==> src/rtl/core/lgs_pkg.sv <==
// Shared constants for the line-to-glyph segment stepper.
`default_nettype none
package lgs_pkg;

  // Grid pitch in device units, as a power of two.
  localparam int GRID_LOG2   = 2;
  localparam int GRID_STEP   = 1 << GRID_LOG2;
  // Candidate steps per axis for one segment.
  localparam int GRID_SPAN   = 3;
  // Vertical glyph offset rows, as a power of two.
  localparam int ROWS_LOG2   = 2;
  // Longest drawable span in grid units.
  localparam int MAX_SPAN    = 32;
  // Most segments emitted for one line.
  localparam int MAX_RESULTS = 64;

  localparam int POS_W  = 17;
  localparam int OUT_W  = 16;
  localparam int SX_W   = 15;
  localparam int DX_W   = 13;
  localparam int AX_W   = 11;
  localparam int ROW_W  = 4;
  localparam int STEP_W = 3;
  localparam int TX_W   = $clog2(GRID_SPAN);
  localparam int SPAN_W = $clog2(MAX_SPAN + GRID_SPAN + 1);
  localparam int PROD_W = 2 * SPAN_W;
  localparam int CNT_W  = $clog2(MAX_RESULTS);

  localparam logic [POS_W-1:0] SNAP_HALF = POS_W'(GRID_STEP / 2);
  localparam logic [POS_W-1:0] SNAP_MASK = ~POS_W'(GRID_STEP - 1);
  localparam logic [OUT_W-1:0] BAND_MASK = ~OUT_W'((1 << (GRID_LOG2 + ROWS_LOG2)) - 1);

endpackage
`default_nettype wire

==> src/rtl/core/line_to_glyph_segment_stepper.sv <==
// Top level of the line-to-glyph segment stepper: sequencer and shared distance unit.
//
// Usage: one beat on the in_ channel carries a line command (start point in device
// units, signed deltas). The block snaps both end points to the glyph grid and
// walks the line greedily, one segment per out_ beat, each beat giving the
// glyph indices (row_offset, slope_down, step_x, step_y) and its placement.
// The final beat of a line has last set. A line whose snapped span exceeds the
// supported grid span gives one beat with too_long and last set, all else zero.
// A line that snaps to zero length gives no beat at all.
// Timing: in_stall is high from acceptance until the last beat of the line has
// been taken. Setup passes through accept, span and range check. Each segment
// then scans all GRID_SPAN squared candidate steps through the one cross-product
// distance unit, loads the output register and waits for the beat to be taken
// on the out_ channel. A line gives up to 64 segments.
// A stalled out_ beat holds its payload and freezes the walk until taken.
// Reset (rst_n low, synchronous) returns the sequencer to idle and drops any
// pending out_ beat.
`default_nettype none
module line_to_glyph_segment_stepper (
  input  wire logic                      clk,
  input  wire logic                      rst_n,
  input  wire logic                      in_valid,
  output logic                           in_stall,
  input  wire logic [lgs_pkg::SX_W-1:0]  in_start_x,
  input  wire logic [lgs_pkg::SX_W-1:0]  in_start_y,
  input  wire logic [lgs_pkg::DX_W-1:0]  in_delta_x,
  input  wire logic [lgs_pkg::DX_W-1:0]  in_delta_y,
  output logic                           out_valid,
  input  wire logic                      out_stall,
  output logic [lgs_pkg::ROW_W-1:0]      out_row_offset,
  output logic                           out_slope_down,
  output logic [lgs_pkg::STEP_W-1:0]     out_step_x,
  output logic [lgs_pkg::STEP_W-1:0]     out_step_y,
  output logic [lgs_pkg::OUT_W-1:0]      out_place_x,
  output logic [lgs_pkg::OUT_W-1:0]      out_place_y,
  output logic                           out_last,
  output logic                           out_too_long
);

  typedef enum logic [2:0] {
    S_IDLE,
    S_SPAN,
    S_CHECK,
    S_SCAN,
    S_EMIT,
    S_WAIT
  } state_t;

  state_t state_r;

  // Pen position and snapped end point, two's complement.
  logic [lgs_pkg::POS_W-1:0]  x_r, y_r, ex_r, ey_r;
  logic                       xneg_r, yneg_r;
  // Absolute snapped span in grid units.
  logic [lgs_pkg::AX_W-1:0]   ax_r, ay_r;
  // Grid units walked so far.
  logic [lgs_pkg::SPAN_W-1:0] cx_r, cy_r;
  // Candidate scan.
  logic [lgs_pkg::TX_W-1:0]   tx_r, ty_r, bx_r, by_r;
  logic                       found_r;
  logic [lgs_pkg::PROD_W-1:0] best_r;
  logic [lgs_pkg::CNT_W-1:0]  n_r;
  logic                       done_r;
  logic                       out_valid_r;

  logic [lgs_pkg::ROW_W-1:0]  row_r;
  logic                       slope_r;
  logic [lgs_pkg::STEP_W-1:0] stx_r, sty_r;
  logic [lgs_pkg::OUT_W-1:0]  plx_r, ply_r;
  logic                       last_r, too_long_r;

  // Snap on accept: add half a grid step and clear the low bits.
  logic [lgs_pkg::POS_W-1:0] sx_ext, sy_ext, ex_raw, ey_raw;
  assign sx_ext = lgs_pkg::POS_W'(in_start_x);
  assign sy_ext = lgs_pkg::POS_W'(in_start_y);
  assign ex_raw = sx_ext + lgs_pkg::POS_W'($signed(in_delta_x)) + lgs_pkg::SNAP_HALF;
  assign ey_raw = sy_ext + lgs_pkg::POS_W'($signed(in_delta_y)) + lgs_pkg::SNAP_HALF;

  // Span: absolute difference of snapped end points, in grid units.
  logic [lgs_pkg::POS_W-1:0] dx, dy, adx, ady;
  assign dx  = ex_r - x_r;
  assign dy  = ey_r - y_r;
  assign adx = dx[lgs_pkg::POS_W-1] ? (~dx + 1'b1) : dx;
  assign ady = dy[lgs_pkg::POS_W-1] ? (~dy + 1'b1) : dy;

  logic too_long_c, zero_c;
  assign too_long_c = (ax_r > lgs_pkg::AX_W'(lgs_pkg::MAX_SPAN))
                   || (ay_r > lgs_pkg::AX_W'(lgs_pkg::MAX_SPAN));
  assign zero_c     = (ax_r == '0) && (ay_r == '0);

  // Shared distance unit: |(cy+ty)*ax - (cx+tx)*ay| for the current candidate.
  logic [lgs_pkg::SPAN_W-1:0]   ax_s, ay_s, nx, ny;
  logic [lgs_pkg::PROD_W-1:0]   p_y, p_x, cand_dev;
  logic [lgs_pkg::PROD_W:0]     diff;
  logic                         cand_ok, take;
  assign ax_s     = ax_r[lgs_pkg::SPAN_W-1:0];
  assign ay_s     = ay_r[lgs_pkg::SPAN_W-1:0];
  assign nx       = cx_r + lgs_pkg::SPAN_W'(tx_r);
  assign ny       = cy_r + lgs_pkg::SPAN_W'(ty_r);
  assign p_y      = lgs_pkg::PROD_W'(ny) * lgs_pkg::PROD_W'(ax_s);
  assign p_x      = lgs_pkg::PROD_W'(nx) * lgs_pkg::PROD_W'(ay_s);
  assign diff     = {1'b0, p_y} - {1'b0, p_x};
  assign cand_dev = diff[lgs_pkg::PROD_W] ? lgs_pkg::PROD_W'(~diff + 1'b1)
                                          : diff[lgs_pkg::PROD_W-1:0];
  assign cand_ok  = !((tx_r == '0) && (ty_r == '0)) && (nx <= ax_s) && (ny <= ay_s);
  // Ties go to the later candidate.
  assign take     = cand_ok && (!found_r || (cand_dev <= best_r));

  logic scan_end;
  assign scan_end = (tx_r == lgs_pkg::TX_W'(lgs_pkg::GRID_SPAN - 1))
                 && (ty_r == lgs_pkg::TX_W'(lgs_pkg::GRID_SPAN - 1));

  // Segment placement from the chosen step.
  logic [lgs_pkg::POS_W-1:0]  xmag, ymag, lx, ly;
  logic [lgs_pkg::SPAN_W-1:0] cx_nxt, cy_nxt;
  assign xmag   = lgs_pkg::POS_W'(bx_r) << lgs_pkg::GRID_LOG2;
  assign ymag   = lgs_pkg::POS_W'(by_r) << lgs_pkg::GRID_LOG2;
  assign lx     = xneg_r ? (x_r - xmag) : x_r;
  assign ly     = yneg_r ? (y_r - ymag) : y_r;
  assign cx_nxt = cx_r + lgs_pkg::SPAN_W'(bx_r);
  assign cy_nxt = cy_r + lgs_pkg::SPAN_W'(by_r);

  always_ff @(posedge clk) begin
    if (!rst_n) begin
      state_r     <= S_IDLE;
      out_valid_r <= 1'b0;
      found_r     <= 1'b0;
      done_r      <= 1'b0;
      n_r         <= '0;
      tx_r        <= '0;
      ty_r        <= '0;
    end else begin
      unique case (state_r)
        S_IDLE: begin
          if (in_valid) begin
            x_r     <= (sx_ext + lgs_pkg::SNAP_HALF) & lgs_pkg::SNAP_MASK;
            y_r     <= (sy_ext + lgs_pkg::SNAP_HALF) & lgs_pkg::SNAP_MASK;
            ex_r    <= ex_raw & lgs_pkg::SNAP_MASK;
            ey_r    <= ey_raw & lgs_pkg::SNAP_MASK;
            xneg_r  <= in_delta_x[lgs_pkg::DX_W-1];
            yneg_r  <= in_delta_y[lgs_pkg::DX_W-1];
            state_r <= S_SPAN;
          end
        end
        S_SPAN: begin
          ax_r    <= adx[lgs_pkg::GRID_LOG2 +: lgs_pkg::AX_W];
          ay_r    <= ady[lgs_pkg::GRID_LOG2 +: lgs_pkg::AX_W];
          state_r <= S_CHECK;
        end
        S_CHECK: begin
          cx_r    <= '0;
          cy_r    <= '0;
          n_r     <= '0;
          tx_r    <= '0;
          ty_r    <= '0;
          found_r <= 1'b0;
          if (too_long_c) begin
            // Flag the line and draw nothing.
            row_r       <= '0;
            slope_r     <= 1'b0;
            stx_r       <= '0;
            sty_r       <= '0;
            plx_r       <= '0;
            ply_r       <= '0;
            last_r      <= 1'b1;
            too_long_r  <= 1'b1;
            done_r      <= 1'b1;
            out_valid_r <= 1'b1;
            state_r     <= S_WAIT;
          end else if (zero_c) begin
            state_r <= S_IDLE;
          end else begin
            state_r <= S_SCAN;
          end
        end
        S_SCAN: begin
          if (take) begin
            found_r <= 1'b1;
            best_r  <= cand_dev;
            bx_r    <= tx_r;
            by_r    <= ty_r;
          end
          if (tx_r == lgs_pkg::TX_W'(lgs_pkg::GRID_SPAN - 1)) begin
            tx_r <= '0;
            ty_r <= ty_r + 1'b1;
          end else begin
            tx_r <= tx_r + 1'b1;
          end
          if (scan_end) begin
            state_r <= S_EMIT;
          end
        end
        S_EMIT: begin
          row_r          <= lgs_pkg::ROW_W'(ly[lgs_pkg::GRID_LOG2 +: lgs_pkg::ROWS_LOG2]);
          slope_r        <= xneg_r ^ yneg_r;
          stx_r          <= lgs_pkg::STEP_W'(bx_r);
          sty_r          <= lgs_pkg::STEP_W'(by_r);
          plx_r          <= lx[lgs_pkg::OUT_W-1:0];
          ply_r          <= ly[lgs_pkg::OUT_W-1:0] & lgs_pkg::BAND_MASK;
          last_r         <= (cx_nxt == ax_s) && (cy_nxt == ay_s);
          too_long_r     <= 1'b0;
          done_r         <= (cx_nxt == ax_s) && (cy_nxt == ay_s);
          // Advance the pen past this segment.
          x_r            <= xneg_r ? (x_r - xmag) : (x_r + xmag);
          y_r            <= yneg_r ? (y_r - ymag) : (y_r + ymag);
          cx_r           <= cx_nxt;
          cy_r           <= cy_nxt;
          out_valid_r    <= 1'b1;
          state_r        <= S_WAIT;
        end
        S_WAIT: begin
          if (!out_stall) begin
            out_valid_r <= 1'b0;
            n_r         <= n_r + 1'b1;
            tx_r        <= '0;
            ty_r        <= '0;
            found_r     <= 1'b0;
            if (done_r || (n_r == lgs_pkg::CNT_W'(lgs_pkg::MAX_RESULTS - 1))) begin
              state_r <= S_IDLE;
            end else begin
              state_r <= S_SCAN;
            end
          end
        end
        default: state_r <= S_IDLE;
      endcase
    end
  end

  assign in_stall       = (state_r != S_IDLE);
  assign out_valid      = out_valid_r;
  assign out_row_offset = row_r;
  assign out_slope_down = slope_r;
  assign out_step_x     = stx_r;
  assign out_step_y     = sty_r;
  assign out_place_x    = plx_r;
  assign out_place_y    = ply_r;
  assign out_last       = last_r;
  assign out_too_long   = too_long_r;

endmodule
`default_nettype wire
==> config.mk <==
export PLATFORM = sky130hd
export DESIGN_NAME = line_to_glyph_segment_stepper
export DESIGN_NICKNAME = d
export VERILOG_FILES = /design/src/rtl/core/lgs_pkg.sv /design/src/rtl/core/line_to_glyph_segment_stepper.sv
export SDC_FILE = /design/constraint.sdc
export NUM_CORES = 1
export LEC_CHECK = 0
export ABC_CLOCK_PERIOD_IN_PS = 20000
export BUFFER_PORTS_ARGS = -buffer_cell sky130_fd_sc_hd__buf_2
export CORE_ASPECT_RATIO = 0.7
export CORE_UTILIZATION = 25
export DETAILED_ROUTE_END_ITERATION = 10
export PLACE_DENSITY_LB_ADDON = 0.08
export SKIP_LAST_GASP = 1
export SYNTH_ARGS = -nofsm -noshare
export SYNTH_HDL_FRONTEND = slang
export SYNTH_SLANG_ARGS = --single-unit
==> constraint.sdc <==
create_clock -name clk -period 20 [get_ports clk]
set_clock_uncertainty 0.15 [all_clocks]
set_input_delay 1 -clock clk [delete_from_list [all_inputs] [get_ports clk]]
set_output_delay 1 -clock clk [all_outputs]
set_load 0.05 [all_outputs]
==> impl_metrics.py <==
metrics = {
    "run_status": {
        "status": "finished, final reports clean",
    },
    "worst_setup_path": {
        "cpPeakStageDelay_ns": 0.75,
        "cp_top_family": "adder cells",
        "ff2ff_setup_slack_ns": 11.08,
        "required_ns": 19.95,
        "cpMostUsedCell": "fa_1",
        "r2r_cells": 28,
        "critPathLaunchType": "flip-flop",
        "worstPathArrival_ns": 8.87,
        "cp_num_buf_inv": 3,
        "path_class": "flip-flop to flip-flop",
        "rr_startpoint": "tx_r[0]$_SDFFE_PN0P_",
        "cp_max_fo": 16,
        "slowest_stage": "o2111a_1",
        "end_kind": "flip-flop",
        "r2r_end": "by_r[1]$_DFFE_PP_",
    },
    "cts": {
        "cts_root_buf": "clkbuf_16",
        "clock_path_buffers": 2,
        "clkTransAtPathRegs_ns": 0.08,
        "hold_buffers": 0,
        "cts_setup_buffers": 0,
        "clkLatencyLatePin_ns": 0.48,
        "ctsResizeCount": 0,
        "cts_sinks": 163,
        "cts_buffers": 17,
        "cts.htree.levels": 4,
        "cts_tree": "done",
    },
    "synth": {
        "synth_top_area_share_pct": 29.5,
        "yosys_warnings": 0,
        "avgSynthCellArea_um2": 9.34,
        "yosysUniqueCellTypes": 77,
        "synth.area.top_cells": "edfxtp_1 30%, ha_1 14%, fa_1 8.6%, xnor2_1 8.2%, inv_1 4.6%",
        "async_flop_share_pct": 0,
        "synth_area_um2": 14900,
        "synth_flop_cell": "edfxtp_1",
        "synth-seq-cells": 163,
        "synth-seq-area-share_pct": 31.7,
        "synth_top_area_cell": "edfxtp_1",
        "synthCells": 1601,
        "synth-edff-count": 147,
    },
    "place": {
        "dpl.hpwl_um": 33500,
        "port_buffers": 96,
        "routabilityCongestion": 0.814,
    },
    "pwr": {
        "power.leakage_nw": 7.06,
        "power.density_nw_per_um2": 185,
        "max-vdd-ir-drop_mv": 0.247,
    },
    "min_path": {
        "holdCritStartpoint": "n_r[1]$_SDFFE_PN0P_",
        "min_path_cells": 2,
        "min_to": "n_r[1]$_SDFFE_PN0P_",
        "holdCritPathClass": "flip-flop to flip-flop",
    },
    "global_routing": {
        "antenna_found_initial": 0,
        "grt_max_degree": 38,
        "overflow": 0,
        "grt_pass1_vias": 11329,
        "grt_util_all_layers_pct": 14.3,
        "grt_first_pass_wirelength_um": 66100,
    },
    "route": {
        "viasPerCell": 4.54,
        "ant_nets": 0,
        "drc": 0,
        "drt_first_pass_iters": 5,
        "drt_iter0_markers": 613,
        "num_vias": 11350,
        "wl_per_cell_um": 16.8,
        "wl_um": 42000,
    },
    "sta": {
        "hold_slack_ns": 0.346,
        "tns_ns": 0,
        "tightest_slew_ns": 1.12,
        "rsz0062_at_grt": "false",
        "hold_viol": 0,
        "drv_slew": 0,
        "slew_headroom_pct": 24.6,
        "layout_min_cycle_time_ns": 8.92,
        "fin_crit_sh_pct": 44.6,
        "fmax_mhz": 112,
        "setup_viol": 0,
    },
    "cells_and_area": {
        "n_fill_cell": 6288,
        "area_growth_pct": 13.4,
        "post-route-util_pct": 28.9,
        "finalNetCount": 1983,
        "antenna_cells": 0,
        "layout-drive-gt1-share_pct": 9.22,
    },
    "die": {
        "die_h_um": 207,
        "coreArea_um2": 58700,
        "dieArea_um2": 60800,
        "start_util_pct": 25.5,
        "ios": 107,
        "row_count": 74,
        "die_w_um": 294,
    },
    "job": {
        "max-cap-violations": 0,
    },
}
[cell families after synthesis]
| kind of cell | Yosys count | share of synthesized area (%) |
|---|---|---|
| AND/OR/NAND/NOR | 517 | 16.9 |
| AO/OA/AOI/OAI | 269 | 11.5 |
| adder cells (fa/ha/maj) | 233 | 22.7 |
| buffers and inverters | 230 | 6.09 |
| XOR/XNOR | 181 | 10.6 |
| flip-flops | 163 | 31.7 |
| multiplexers | 7 | 0.486 |
| other | 1 | 0.0251 |
[through the flow]
step / setup slack, ns / instance area, um2 / instances / power (mW)
2_1_floorplan: 12.15 / 15000 / 1610 / 2.19
3_5_place_dp: 11.09 / 16300 / 2469 / 2.77
5_1_grt: 10.45 / 16900 / 2501 / 3.47
3_3_place_gp: 11.22 / 16300 / 2469 / 2.78
6_report: 11.08 / 16900 / 2501 / 3.13
4_1_cts: 11.05 / 16900 / 2501 / 3.15
[worst min-delay path, stage by stage, from the launching register on]
cell and delay (ns):
dfxtp_1 0.33, nand2_1 0.06, a21boi_0 0.06
[sequential cells by signal (all words and copies together) (netlist names), 3 cells and up]
signal	cells
best_r	12
ax_r	11
x_r	15
y_r	15
out_place_x	14
n_r	6
state_r	3
ey_r	15
out_place_y	12
ay_r	11
cy_r	6
ex_r	15
cx_r	6
[cell type report]
| type | instances | area, um2 | share of cell area (%) |
|---|---|---|---|
| clock inverters | 15 | 183 | 1.08 |
| repair buffers | 107 | 563 | 3.32 |
| well taps | 798 | 998 | 5.89 |
| inverters | 184 | 691 | 4.07 |
| flip-flops and latches | 163 | 4730 | 27.9 |
| clock buffers | 17 | 425 | 2.51 |
| multi-input cells | 1217 | 9350 | 55.2 |
[synth_stat cells, types with 15 or more instances]
| cell type | n |
|---|---|
| inv_1 | 183 |
| fa_1 | 64 |
| a31oi_1 | 15 |
| nand4_1 | 16 |
| and3_1 | 21 |
| o21ai_0 | 69 |
| xnor2_1 | 140 |
| ha_1 | 169 |
| xor2_1 | 41 |
| clkbuf_1 | 33 |
| a21o_1 | 25 |
| nand2_1 | 139 |
| a21oi_1 | 77 |
| edfxtp_1 | 147 |
| nand3_1 | 45 |
| nor2b_1 | 29 |
| and2_1 | 24 |
| nor3_1 | 31 |
| dfxtp_1 | 16 |
| nand2b_1 | 16 |
| nor2_1 | 139 |
[layer usage]
| metal | part of all wire [%] | vias to the layer above | global-route usage, % | routed length, um |
|---|---|---|---|---|
| met5 | 0 | - | 0 | 0 |
| met4 | 0.83 | 0 | 2.64 | 350 |
| met3 | 3.2 | 18 | 2.49 | 1360 |
| met2 | 38 | 176 | 19.4 | 16000 |
| met1 | 58 | 5441 | 23.0 | 24300 |
| li1 | - | 5715 | - | - |
[worst max path at each step]
stage	slack, ns	startpoint	endpoint	cells past startpoint
2_1_floorplan	12.15	tx_r[0]$_SDFFE_PN0P_	best_r[0]$_DFFE_PP_	29
3_3_place_gp	11.22	tx_r[0]$_SDFFE_PN0P_	bx_r[0]$_DFFE_PP_	28
3_5_place_dp	11.09	cy_r[1]$_SDFFCE_PN0P_	bx_r[1]$_DFFE_PP_	27
4_1_cts	11.05	tx_r[0]$_SDFFE_PN0P_	by_r[1]$_DFFE_PP_	28
5_1_grt	10.45	cy_r[1]$_SDFFCE_PN0P_	by_r[1]$_DFFE_PP_	27
6_report	11.08	tx_r[0]$_SDFFE_PN0P_	by_r[1]$_DFFE_PP_	28
[report_power, final]
part           leakage, nW  internal [mW]  switching (mW)
registers             1.50          0.500          0.0368
logic                 5.26          0.896            1.35
clock network        0.298          0.180           0.167
[cells in the final DEF (no fill, tap or decap), types with 11 or more instances in the layout]
master / count
inv_1: 183
ha_1: 169
edfxtp_1: 147
xnor2_1: 140
nand2_1: 139
nor2_1: 138
buf_2: 96
a21oi_1: 77
o21ai_0: 69
fa_1: 64
nand3_1: 45
xor2_1: 41
nor3_1: 30
nor2b_1: 29
a21o_1: 25
and2_1: 23
and3_1: 21
clkbuf_16: 17
nand4_1: 16
nand2b_1: 16
dfxtp_1: 16
a31oi_1: 15
nor4_1: 13
o21a_1: 13
buf_4: 11
Note: power is estimated with default switching activity, not from simulation.
